==> config.mk <==
export PLATFORM = sky130hd
export DESIGN_NAME = imu_frame_parser_crc16_top
export DESIGN_NICKNAME = d
export VERILOG_FILES = /design/src/rtl/core/imufp_pkg.sv /design/src/rtl/core/imu_frame_parser_crc16_top.sv
export SDC_FILE = /design/constraint.sdc
export NUM_CORES = 1
export LEC_CHECK = 0
export BUFFER_PORTS_ARGS = -buffer_cell sky130_fd_sc_hd__buf_2
export CORE_ASPECT_RATIO = 1.2
export CORE_MARGIN = 3
export CORE_UTILIZATION = 34
export CTS_CLUSTER_DIAMETER = 50
export CTS_CLUSTER_SIZE = 12
export DETAILED_ROUTE_END_ITERATION = 10
export PLACE_DENSITY = 0.51
export SYNTH_ARGS = -nofsm -noshare
export SYNTH_HDL_FRONTEND = slang
export SYNTH_SLANG_ARGS = --single-unit
==> constraint.sdc <==
create_clock -name clk -period 4.83 [get_ports clk]
set_clock_uncertainty 0.05 [all_clocks]
set_input_delay 0.483 -clock clk [delete_from_list [all_inputs] [get_ports clk]]
set_output_delay 0.483 -clock clk [all_outputs]
set_load 0.05 [all_outputs]
==> src/rtl/core/imufp_pkg.sv <==
// Package for the IMU frame parser: frame constants, status codes,
// register indexes and the byte-wise CRC-16/X.25 update. No dependencies.
package imufp_pkg;

    localparam logic [7:0]  HDR0       = 8'h55;
    localparam logic [7:0]  HDR1       = 8'hAA;
    localparam logic [7:0]  END_BYTE   = 8'h0A;
    localparam logic [4:0]  LEN_SHORT  = 5'd19;
    localparam logic [4:0]  LEN_QUAT   = 5'd23;
    localparam logic [4:0]  POS_TYPE   = 5'd3;
    localparam logic [4:0]  POS_PAY    = 5'd4;
    localparam logic [15:0] CRC_POLY   = 16'h8408;
    localparam logic [15:0] CRC_INIT   = 16'hFFFF;
    localparam logic [15:0] CNT_MAX    = 16'hFFFF;
    localparam logic [7:0]  TYPE_MIN   = 8'd1;
    localparam logic [7:0]  TYPE_MAX   = 8'd4;
    localparam logic [1:0]  KIND_QUAT  = 2'd3;

    localparam logic [7:0]  DEVICE_ID_RST    = 8'd1;
    localparam logic [15:0] RESYNC_LIMIT_RST = 16'd500;

    typedef enum logic [1:0] {
        ST_OK   = 2'd0,
        ST_CRC  = 2'd1,
        ST_TYPE = 2'd2,
        ST_END  = 2'd3
    } status_t;

    typedef enum logic {
        REG_DEVICE_ID    = 1'b0,
        REG_RESYNC_LIMIT = 1'b1
    } reg_idx_t;

    function automatic logic [15:0] crc_byte(input logic [15:0] c, input logic [7:0] b);
        logic [15:0] r;
        r = c ^ {8'h00, b};
        for (int i = 0; i < 8; i++)
        begin
            r = r[0] ? ((r >> 1) ^ CRC_POLY) : (r >> 1);
        end
        return r;
    endfunction

endpackage

==> src/rtl/core/imu_frame_parser_crc16_top.sv <==
// IMU serial frame parser with CRC-16/X.25 check, APB config port.
// Depends on imufp_pkg.
//
//  channel  | signals                                  | dir
//  ---------+------------------------------------------+-----
//  input    | in_valid, in_ready, rx_byte              | in
//  result   | out_valid, out_ready, frame_kind,        | out
//           | value_a..value_d, status, sync_lost      |
//  config   | psel, penable, pwrite, paddr, pwdata,    | in
//           | prdata, pready                           |
//
// One byte per cycle while in_ready is high; parse state and CRC update in one pass per transfer.
// A result (at the end byte, or at an unknown type byte) appears in the output register the cycle after that byte.
// in_ready drops only while a held result is not being taken.
// Reset (rst_n, async) clears parse state, failure count and config to defaults.
module imu_frame_parser_crc16_top (
    input  logic        clk,
    input  logic        rst_n,
    input  logic        psel,
    input  logic        penable,
    input  logic        pwrite,
    input  logic [2:0]  paddr,
    input  logic [31:0] pwdata,
    output logic [31:0] prdata,
    output logic        pready,
    input  logic        in_valid,
    output logic        in_ready,
    input  logic [7:0]  rx_byte,
    output logic        out_valid,
    input  logic        out_ready,
    output logic [1:0]  frame_kind,
    output logic [31:0] value_a,
    output logic [31:0] value_b,
    output logic [31:0] value_c,
    output logic [31:0] value_d,
    output logic [1:0]  status,
    output logic        sync_lost
);

    logic [7:0]  dev_id_reg;
    logic [15:0] limit_reg;
    logic        cfg_wr;

    logic [4:0]  pos_reg, pos_next;
    logic [7:0]  hdr_reg [3];
    logic [7:0]  hdr_next [3];
    logic [1:0]  kind_reg, kind_next;
    logic [31:0] pay_reg [4];
    logic [31:0] pay_next [4];
    logic [15:0] crc_reg, crc_next;
    logic [15:0] rcrc_reg, rcrc_next;
    logic [15:0] fc_reg, fc_next;

    logic        in_fire;
    logic [4:0]  flen;
    logic [4:0]  pos_off;
    logic [15:0] fc_inc;
    logic        fc_over;

    logic        res_valid;
    logic [1:0]  res_kind;
    logic [31:0] res_a, res_b, res_c, res_d;
    imufp_pkg::status_t res_status;
    logic        res_lost;

    logic        out_valid_reg;
    logic [1:0]  kind_out_reg;
    logic [31:0] a_reg, b_reg, c_reg, d_reg;
    logic [1:0]  status_reg;
    logic        lost_reg;

    // config port
    assign pready = 1'b1;
    assign cfg_wr = psel && penable && pwrite;

    always_ff @(posedge clk or negedge rst_n)
    begin
        if (!rst_n)
        begin
            dev_id_reg <= imufp_pkg::DEVICE_ID_RST;
            limit_reg  <= imufp_pkg::RESYNC_LIMIT_RST;
        end
        else if (cfg_wr)
        begin
            case (imufp_pkg::reg_idx_t'(paddr[2]))
                imufp_pkg::REG_DEVICE_ID:    dev_id_reg <= pwdata[7:0];
                imufp_pkg::REG_RESYNC_LIMIT: limit_reg  <= pwdata[15:0];
                default:                     dev_id_reg <= dev_id_reg;
            endcase
        end
    end

    always_comb
    begin
        case (imufp_pkg::reg_idx_t'(paddr[2]))
            imufp_pkg::REG_DEVICE_ID:    prdata = {24'd0, dev_id_reg};
            imufp_pkg::REG_RESYNC_LIMIT: prdata = {16'd0, limit_reg};
            default:                     prdata = 32'd0;
        endcase
    end

    // parser
    assign in_ready = !out_valid_reg || out_ready;
    assign in_fire  = in_valid && in_ready;
    assign flen     = (kind_reg == imufp_pkg::KIND_QUAT) ? imufp_pkg::LEN_QUAT
                                                         : imufp_pkg::LEN_SHORT;
    assign pos_off  = pos_reg - imufp_pkg::POS_PAY;
    assign fc_inc   = (fc_reg == imufp_pkg::CNT_MAX) ? fc_reg : fc_reg + 16'd1;
    assign fc_over  = fc_inc > limit_reg;

    always_comb
    begin
        pos_next   = pos_reg;
        hdr_next   = hdr_reg;
        kind_next  = kind_reg;
        pay_next   = pay_reg;
        crc_next   = crc_reg;
        rcrc_next  = rcrc_reg;
        fc_next    = fc_reg;
        res_valid  = 1'b0;
        res_kind   = 2'd0;
        res_a      = 32'd0;
        res_b      = 32'd0;
        res_c      = 32'd0;
        res_d      = 32'd0;
        res_status = imufp_pkg::ST_OK;
        res_lost   = 1'b0;
        if (in_fire)
        begin
            if (pos_reg < imufp_pkg::POS_TYPE)
            begin
                hdr_next[pos_reg[1:0]] = rx_byte;
                crc_next = imufp_pkg::crc_byte((pos_reg == 5'd0) ? imufp_pkg::CRC_INIT
                                                                 : crc_reg, rx_byte);
                pos_next = pos_reg + 5'd1;
            end
            else if (pos_reg == imufp_pkg::POS_TYPE)
            begin
                if (hdr_reg[0] != imufp_pkg::HDR0 || hdr_reg[1] != imufp_pkg::HDR1 ||
                    hdr_reg[2] != dev_id_reg)
                begin
                    pos_next = 5'd0;
                    crc_next = imufp_pkg::CRC_INIT;
                end
                else if (rx_byte < imufp_pkg::TYPE_MIN || rx_byte > imufp_pkg::TYPE_MAX)
                begin
                    res_valid  = 1'b1;
                    res_status = imufp_pkg::ST_TYPE;
                    res_lost   = fc_over;
                    fc_next    = fc_over ? 16'd0 : fc_inc;
                    pos_next   = 5'd0;
                    crc_next   = imufp_pkg::CRC_INIT;
                end
                else
                begin
                    kind_next = rx_byte[1:0] - 2'd1;
                    crc_next  = imufp_pkg::crc_byte(crc_reg, rx_byte);
                    pos_next  = imufp_pkg::POS_PAY;
                end
            end
            else if (pos_reg >= flen)
            begin
                // stray position: byte starts a new header group
                hdr_next[0] = rx_byte;
                crc_next    = imufp_pkg::crc_byte(imufp_pkg::CRC_INIT, rx_byte);
                pos_next    = 5'd1;
            end
            else if (pos_reg < flen - 5'd3)
            begin
                pay_next[pos_off[3:2]][{pos_off[1:0], 3'b000} +: 8] = rx_byte;
                crc_next = imufp_pkg::crc_byte(crc_reg, rx_byte);
                pos_next = pos_reg + 5'd1;
            end
            else if (pos_reg == flen - 5'd3)
            begin
                rcrc_next = {8'd0, rx_byte};
                pos_next  = pos_reg + 5'd1;
            end
            else if (pos_reg == flen - 5'd2)
            begin
                rcrc_next = {rx_byte, rcrc_reg[7:0]};
                pos_next  = pos_reg + 5'd1;
            end
            else
            begin
                res_valid = 1'b1;
                if (rx_byte != imufp_pkg::END_BYTE)
                    res_status = imufp_pkg::ST_END;
                else if ((crc_reg ^ imufp_pkg::CRC_INIT) != rcrc_reg)
                    res_status = imufp_pkg::ST_CRC;
                else
                    res_status = imufp_pkg::ST_OK;
                if (res_status == imufp_pkg::ST_OK)
                    fc_next = 16'd0;
                else
                begin
                    res_lost = fc_over;
                    fc_next  = fc_over ? 16'd0 : fc_inc;
                end
                res_kind = kind_reg;
                res_a    = pay_reg[0];
                res_b    = pay_reg[1];
                res_c    = pay_reg[2];
                res_d    = (kind_reg == imufp_pkg::KIND_QUAT) ? pay_reg[3] : 32'd0;
                pos_next = 5'd0;
                crc_next = imufp_pkg::CRC_INIT;
            end
        end
    end

    always_ff @(posedge clk or negedge rst_n)
    begin
        if (!rst_n)
        begin
            pos_reg  <= 5'd0;
            hdr_reg  <= '{default: 8'd0};
            kind_reg <= 2'd0;
            pay_reg  <= '{default: 32'd0};
            crc_reg  <= imufp_pkg::CRC_INIT;
            rcrc_reg <= 16'd0;
            fc_reg   <= 16'd0;
        end
        else
        begin
            pos_reg  <= pos_next;
            hdr_reg  <= hdr_next;
            kind_reg <= kind_next;
            pay_reg  <= pay_next;
            crc_reg  <= crc_next;
            rcrc_reg <= rcrc_next;
            fc_reg   <= fc_next;
        end
    end

    // result register
    always_ff @(posedge clk or negedge rst_n)
    begin
        if (!rst_n)
            out_valid_reg <= 1'b0;
        else if (in_fire && res_valid)
            out_valid_reg <= 1'b1;
        else if (out_ready)
            out_valid_reg <= 1'b0;
    end

    always_ff @(posedge clk)
    begin
        if (in_fire && res_valid)
        begin
            kind_out_reg <= res_kind;
            a_reg        <= res_a;
            b_reg        <= res_b;
            c_reg        <= res_c;
            d_reg        <= res_d;
            status_reg   <= res_status;
            lost_reg     <= res_lost;
        end
    end

    assign out_valid  = out_valid_reg;
    assign frame_kind = kind_out_reg;
    assign value_a    = a_reg;
    assign value_b    = b_reg;
    assign value_c    = c_reg;
    assign value_d    = d_reg;
    assign status     = status_reg;
    assign sync_lost  = lost_reg;

    // checks
    a_pos_range: assert property (@(posedge clk) disable iff (!rst_n)
        pos_reg < imufp_pkg::LEN_QUAT)
        else $error("byte position out of frame range");

    a_ok_no_lost: assert property (@(posedge clk) disable iff (!rst_n)
        out_valid_reg && status_reg == imufp_pkg::ST_OK |-> !lost_reg)
        else $error("sync_lost on a good frame");

    a_ok_clears: assert property (@(posedge clk) disable iff (!rst_n)
        in_fire && res_valid && res_status == imufp_pkg::ST_OK
        |=> fc_reg == 16'd0 && out_valid_reg)
        else $error("failure count not cleared after good frame");

    a_lost_clears: assert property (@(posedge clk) disable iff (!rst_n)
        in_fire && res_valid && res_lost |=> fc_reg == 16'd0)
        else $error("failure count not cleared after sync loss");

    a_type_zero: assert property (@(posedge clk) disable iff (!rst_n)
        out_valid_reg && status_reg == imufp_pkg::ST_TYPE
        |-> kind_out_reg == 2'd0 && a_reg == 32'd0 && d_reg == 32'd0)
        else $error("unknown type result carries data");

    a_d_zero: assert property (@(posedge clk) disable iff (!rst_n)
        out_valid_reg && kind_out_reg != imufp_pkg::KIND_QUAT |-> d_reg == 32'd0)
        else $error("fourth word set on a three-word frame");

endmodule

# Word-level counts from Yosys, hierarchy flattened
# Cells that the tools add are included.
[word_totals] register_bits=365 wordCells=228
[classes] n_addsub=7 n_lt_le_gt_ge=10 eq_ne=19 n_shift=2 muxes=99 bitwise_logic=39 n_reduce_logical=29
[ops] op="two-way mux 16 bit" n=45
[ops] op="bitwise mux 128 bit" n=1
[ops] op="NOT 2 -> 3 bit" n=26
[ops] op="demux 32 bit (select 2 bit)" n=1
[ops] op="one-hot mux 32 bit (2 select lines)" n=1
[ops] op="two-way mux 32 bit" n=1
[ops] op="two-way mux 8 bit" n=4
[ops] op="variable shift 8 x 7 -> 32 bit, first input constant" n=1
[ops] op="variable part select 8 x 7 -> 32 bit" n=1
[ops] op="XOR 16 x 8 -> 16 bit" n=2
[ops] op="two-way mux 2 bit" n=15
[ops] op="two-way mux 5 bit" n=6
[ops] op="bitwise mux 24 bit" n=1
[ops] op="two-way mux 1 bit" n=20
[ops] op="adder 16 x 1 -> 16 bit, second input constant" n=1
[ops] op="demux 8 bit (select 2 bit)" n=1
[ops] op="== test 16 bit, second input constant" n=1
[ops] op="> comparator 16 bit" n=1
[ops] op="inequality test 16 bit" n=1
[ops] op="NOT 16 bit" n=1
[ops] op="NOT 8 -> 16 bit" n=1
[ops] op="inequality test 2 bit, second input constant" n=6
[ops] op="AND reduction 6 bit" n=2
[ops] op="== test 5 bit" n=2
[ops] op="other kinds (35)" n=63

# Longest topological paths before layout
[logic_depth] ltp_word=21 mapped_depth=17 ltp_nobuf=16

# Worst setup path before layout
# No wires, ideal clock.
[synth_path] path_type="register to register" from="register pos_reg[0]" to="register fc_reg[13]" arrival_time_ps=5139 required_time_ps=4646 path_slack_ps=-494 stages_incl_launch_ff=10 path_buffers=0 synth_period_minus_slack_ps=5324 path_cell_list="dfrtp_1 -> clkinv_1 -> ha_1 -> or2_2 -> a21oi_1 -> o21ai_0 -> nor3_2 -> a21oi_1 -> inv_1 -> mux2_2"
[synth_via] elab_chain_len=3 word_cells_on_any_way=15
[synth_lines] element="start, declared" line="imu_frame_parser_crc16_top.sv:44" rtl="logic [4:0] pos_reg, pos_next;"
[synth_lines] element="start signal, assigned" line="imu_frame_parser_crc16_top.sv:225" rtl="pos_reg <= pos_next;"
[synth_lines] element="less-than comparator 5 bit (tied with other cells)" line="imu_frame_parser_crc16_top.sv:168" rtl="else if (pos_reg < flen - 5'd3)"
[synth_lines] element="inequality test 2 bit (no line) (tied with other cells)"
[synth_lines] element="AND reduction 8 bit (no line)"
[synth_lines] element="end signal, assigned" line="imu_frame_parser_crc16_top.sv:231" rtl="fc_reg <= fc_next;"
[synth_lines] element="end, declared" line="imu_frame_parser_crc16_top.sv:52" rtl="logic [15:0] fc_reg, fc_next;"
# Parallel ways exist; a longest one is shown, timed or not.
# A chain may end at the register's enable or synchronous reset.

# Worst setup path in the final report
[layout_path] from="register pos_reg[0]" to="register c_reg[4] (netlist: value_c[4]) (enable)"
[layout_via] elab_chain_len=9 word_cells_on_any_way=14
[layout_lines] element="== test 5 bit" line="imu_frame_parser_crc16_top.sv:179" rtl="else if (pos_reg == flen - 5'd2)"
[layout_lines] element="two-way mux 1 bit" line="imu_frame_parser_crc16_top.sv:179"
[layout_lines] element="two-way mux 1 bit" line="imu_frame_parser_crc16_top.sv:174" rtl="else if (pos_reg == flen - 5'd3)"
[layout_lines] element="two-way mux 1 bit" line="imu_frame_parser_crc16_top.sv:168"
[layout_lines] element="two-way mux 1 bit" line="imu_frame_parser_crc16_top.sv:161" rtl="else if (pos_reg >= flen)"
[layout_lines] element="two-way mux 1 bit" line="imu_frame_parser_crc16_top.sv:137" rtl="else if (pos_reg == imufp_pkg::POS_TYPE)"
[layout_lines] element="two-way mux 1 bit *" line="imu_frame_parser_crc16_top.sv:130" rtl="if (pos_reg < imufp_pkg::POS_TYPE)"
[layout_lines] element="two-way mux 1 bit *" line="imu_frame_parser_crc16_top.sv:128" rtl="if (in_fire)"
[layout_lines] element="logical AND 1 bit *" line="imu_frame_parser_crc16_top.sv:248" rtl="if (in_fire && res_valid)"
[layout_lines] element="end signal, assigned" line="imu_frame_parser_crc16_top.sv:253" rtl="c_reg <= res_c;"
[layout_lines] element="end, declared" line="imu_frame_parser_crc16_top.sv:68" rtl="logic [31:0] a_reg, b_reg, c_reg, d_reg;"
# Every way passes the cells marked *; elsewhere a longest branch is shown, timed or not.

==> reports/results.ini <==
[setup_path]
crit_type = flip-flop to flip-flop
path_cells = clkinv_1 -> ha_1 -> or2_2 -> a21oi_1 -> o21ai_0 -> nor3_4 -> a21oi_2 -> clkinvlp_4 -> buf_4
crit_fanout = 27
cp.required_ps = 5000
crit_arrival_ps = 4130
endpoint_kind = flip-flop
worstSetupStartpointType = flip-flop
critical-path-slowest-cell = clkinvlp_4
slowest_delay_ps = 590

[detailed_routing]
via_count = 10500
drtIter0Drc = 454
wl_per_cell_um = 18.8
ant_nets = 0
viasPerCell = 4.83
drcViolationCount = 0
wirelength_mm = 41.0
drtPass1Iterations = 4

[synthesis]
synth_top_family_by_area = simple AND/OR/NAND/NOR gates
synth_compound_area_frac = 0.0468
netlist_instances = 1324
avgSynthCellArea_sq_um = 12.6
synthSimpleGateAreaFrac = 0.141
synth_fa_ha_area_frac = 0.0226
synth_edf_count = 133
yosysUniqueCellTypes = 57
syn_area_sq_um = 16600
synth.area.top_cells = dfrtp_1, edfxtp_1, mux2_2, and2_1, dfstp_2
yosysSeqAreaShare = 0.591
async_flop_share = 0.636
synth-xor-area-share = 0.0426
yosysTopAreaCell = dfrtp_1
synthMuxAreaShare = 0.125
ys_warn_count = 0
synth_top_cell_area_share = 0.314
synthFlopType = dfrtp_1
ys_ff_latch = 365

[timing]
fin_ws_ps = 871
fin_crit_sh = 0.820
setup-violations-final = 0
period_needed_ps = 3960
slew_headroom = 0.253
hold_viol_final = 21
finalSetupTns_ps = 0
clock.fmax_mhz = 253
tightest_slew_ps = 1120
finalHoldWorstSlack_ps = -43.1
drv_slew = 0
rsz0062_at_grt = false

[placement]
post-place-ws_ps = 861
place_congestion = 0.848
port_buffers = 182
dp_cells = 2098
dp_hpwl_mm = 28.3

[run_status]
status = finished with violations
failed_checks = negative hold slack

[run]
timing.max_cap.violations = 0

[finish]
area_growth_pct = 17.4
layout.cells.non_filler = 2177
n_fill_cell = 4686
drive_gt1_frac = 0.317
largest_reg_flops = 128
final_nets = 1592

[die]
dieHeight_um = 248
die_w_um = 208
core.rowCount = 88
start_util = 0.345
pin_count = 218
die_area_sq_um = 51600
core_area_sq_um = 48200

[cts]
cts_setup_buffers = 0
cts_num_sinks = 365
clk_pin_slew_ps = 60
htreeDepth = 2
clock_latency_ps = 560
hold_buffers = 0
numCtsBuffers = 42
clockBufferDepth = 3
cts_tree = built
cts-root-buf = clkbuf_16
post_cts_resized = 0

[global_route]
grt_pass1_wl_mm = 63.9
first_global_vias = 10800
grt_max_degree = 131
grt.total_usage = 0.157
overflow = 0
antenna_found_initial = 2

[power_and_ir_drop]
vdd_drop_max_mv = 0.280
p_leak_nw = 8.62
power_mw = 10.8
power.density_nw_per_um2 = 553

[worst_hold_path]
hold_path_class = input pin to async pin

[layout make-up]
| cell class | instances | area (sq um) | share of cell area |
|---|---|---|---|
| Sequential cell | 365 | 9830 | 0.503 |
| Multi-Input combinational cell | 857 | 6370 | 0.326 |
| Clock buffer | 63 | 1170 | 0.0599 |
| Timing Repair Buffer | 202 | 1110 | 0.0567 |
| Tap cell | 630 | 788 | 0.0403 |
| Inverter | 44 | 169 | 0.00864 |
| Clock inverter | 14 | 106 | 0.00544 |
| Antenna cell | 2 | 5.00 | 0.000256 |
[cell usage after synthesis, types with 7 or more instances]
library cell,number
o21ai_0,49
nand3_1,31
clkbuf_1,47
edfxtp_1,133
dfstp_2,23
a21oi_1,27
nand4_1,14
ha_1,30
inv_1,42
nor2_1,21
dfrtp_1,209
nor4_1,7
nand2_1,99
xor2_1,33
xnor2_1,48
nor3_1,18
and2_1,142
nor2_2,12
o31ai_1,15
and3_1,42
o311ai_0,7
mux2_2,181
buf_4,18
nand2b_1,7
[logic make-up after synthesis]
family	Yosys count
AND/OR/NAND/NOR	418
buffers and inverters	117
multiplexers	186
adder cells (fa/ha/maj)	30
flip-flops	365
other	2
AO/OA/AOI/OAI	125
XOR/XNOR	81
[cell usage in the layout (no fill, tap or decap), types with 4 or more instances in the layout]
cell type,n
clkbuf_1,18
a221o_1,4
o31ai_1,15
nor3_1,18
o221ai_1,5
nand4_1,14
ha_1,30
edfxtp_1,133
xor2_1,33
xnor2_1,48
nand2_1,99
clkbuf_16,43
nor3_4,5
and2_1,142
clkinvlp_4,4
o21ai_0,49
nor4_1,7
conb_1,17
inv_1,41
o311ai_0,7
and3_1,42
buf_2,181
buf_4,17
dfrtp_1,209
mux2i_1,5
inv_6,5
nor2_1,21
nand3_1,31
mux2_2,181
dfstp_2,23
nor2_2,12
nand2b_1,7
nor4bb_1,4
a21oi_1,26
clkinv_2,4
[worst max-delay path: cells and delay by family (launching register included)]
family | cells | cell delay, ps
simple gates | 2 | 690
flops | 1 | 520
fa+ha+maj | 1 | 470
buf+inv | 3 | 1410
compound gates | 3 | 480
[stage by stage]
step / utilization / area [sq um]
finish: 0.405 / 19500
global route: 0.405 / 19500
CTS: 0.405 / 19500
detailed placement: 0.379 / 18300
global placement: 0.379 / 18300
floorplan: - / 16700
[worst paths after layout]
check                           endpoint  cells after the start        start  slack (ps)
max                           value_c[4]                      9   pos_reg[0]         870
min                        limit_reg[12]                      1        rst_n         -40
max reg2reg                   value_c[4]                      9   pos_reg[0]         870
min reg2reg                  crc_reg[12]                      2  crc_reg[12]         440
max in group asynchronous    pay_reg[25]                      2        rst_n        3560
min in group clk           limit_reg[15]                      2   pwdata[15]         110
[layer usage]
layer | share of wire | up-vias | track usage
met3 | 0.049 | 59 | 0.0311
met4 | 0.022 | 0 | 0.0432
met5 | 0 | - | 0
li1 | - | 5024 | -
met1 | 0.43 | 5212 | 0.198
met2 | 0.50 | 214 | 0.278
[where the power goes]
part	leakage (nW)	internal, mW	switching [mW]
clock network	0.614	1.70	1.28
logic	3.78	1.28	2.02
registers	4.22	4.01	0.516
(Power assumes the default switching activity.)
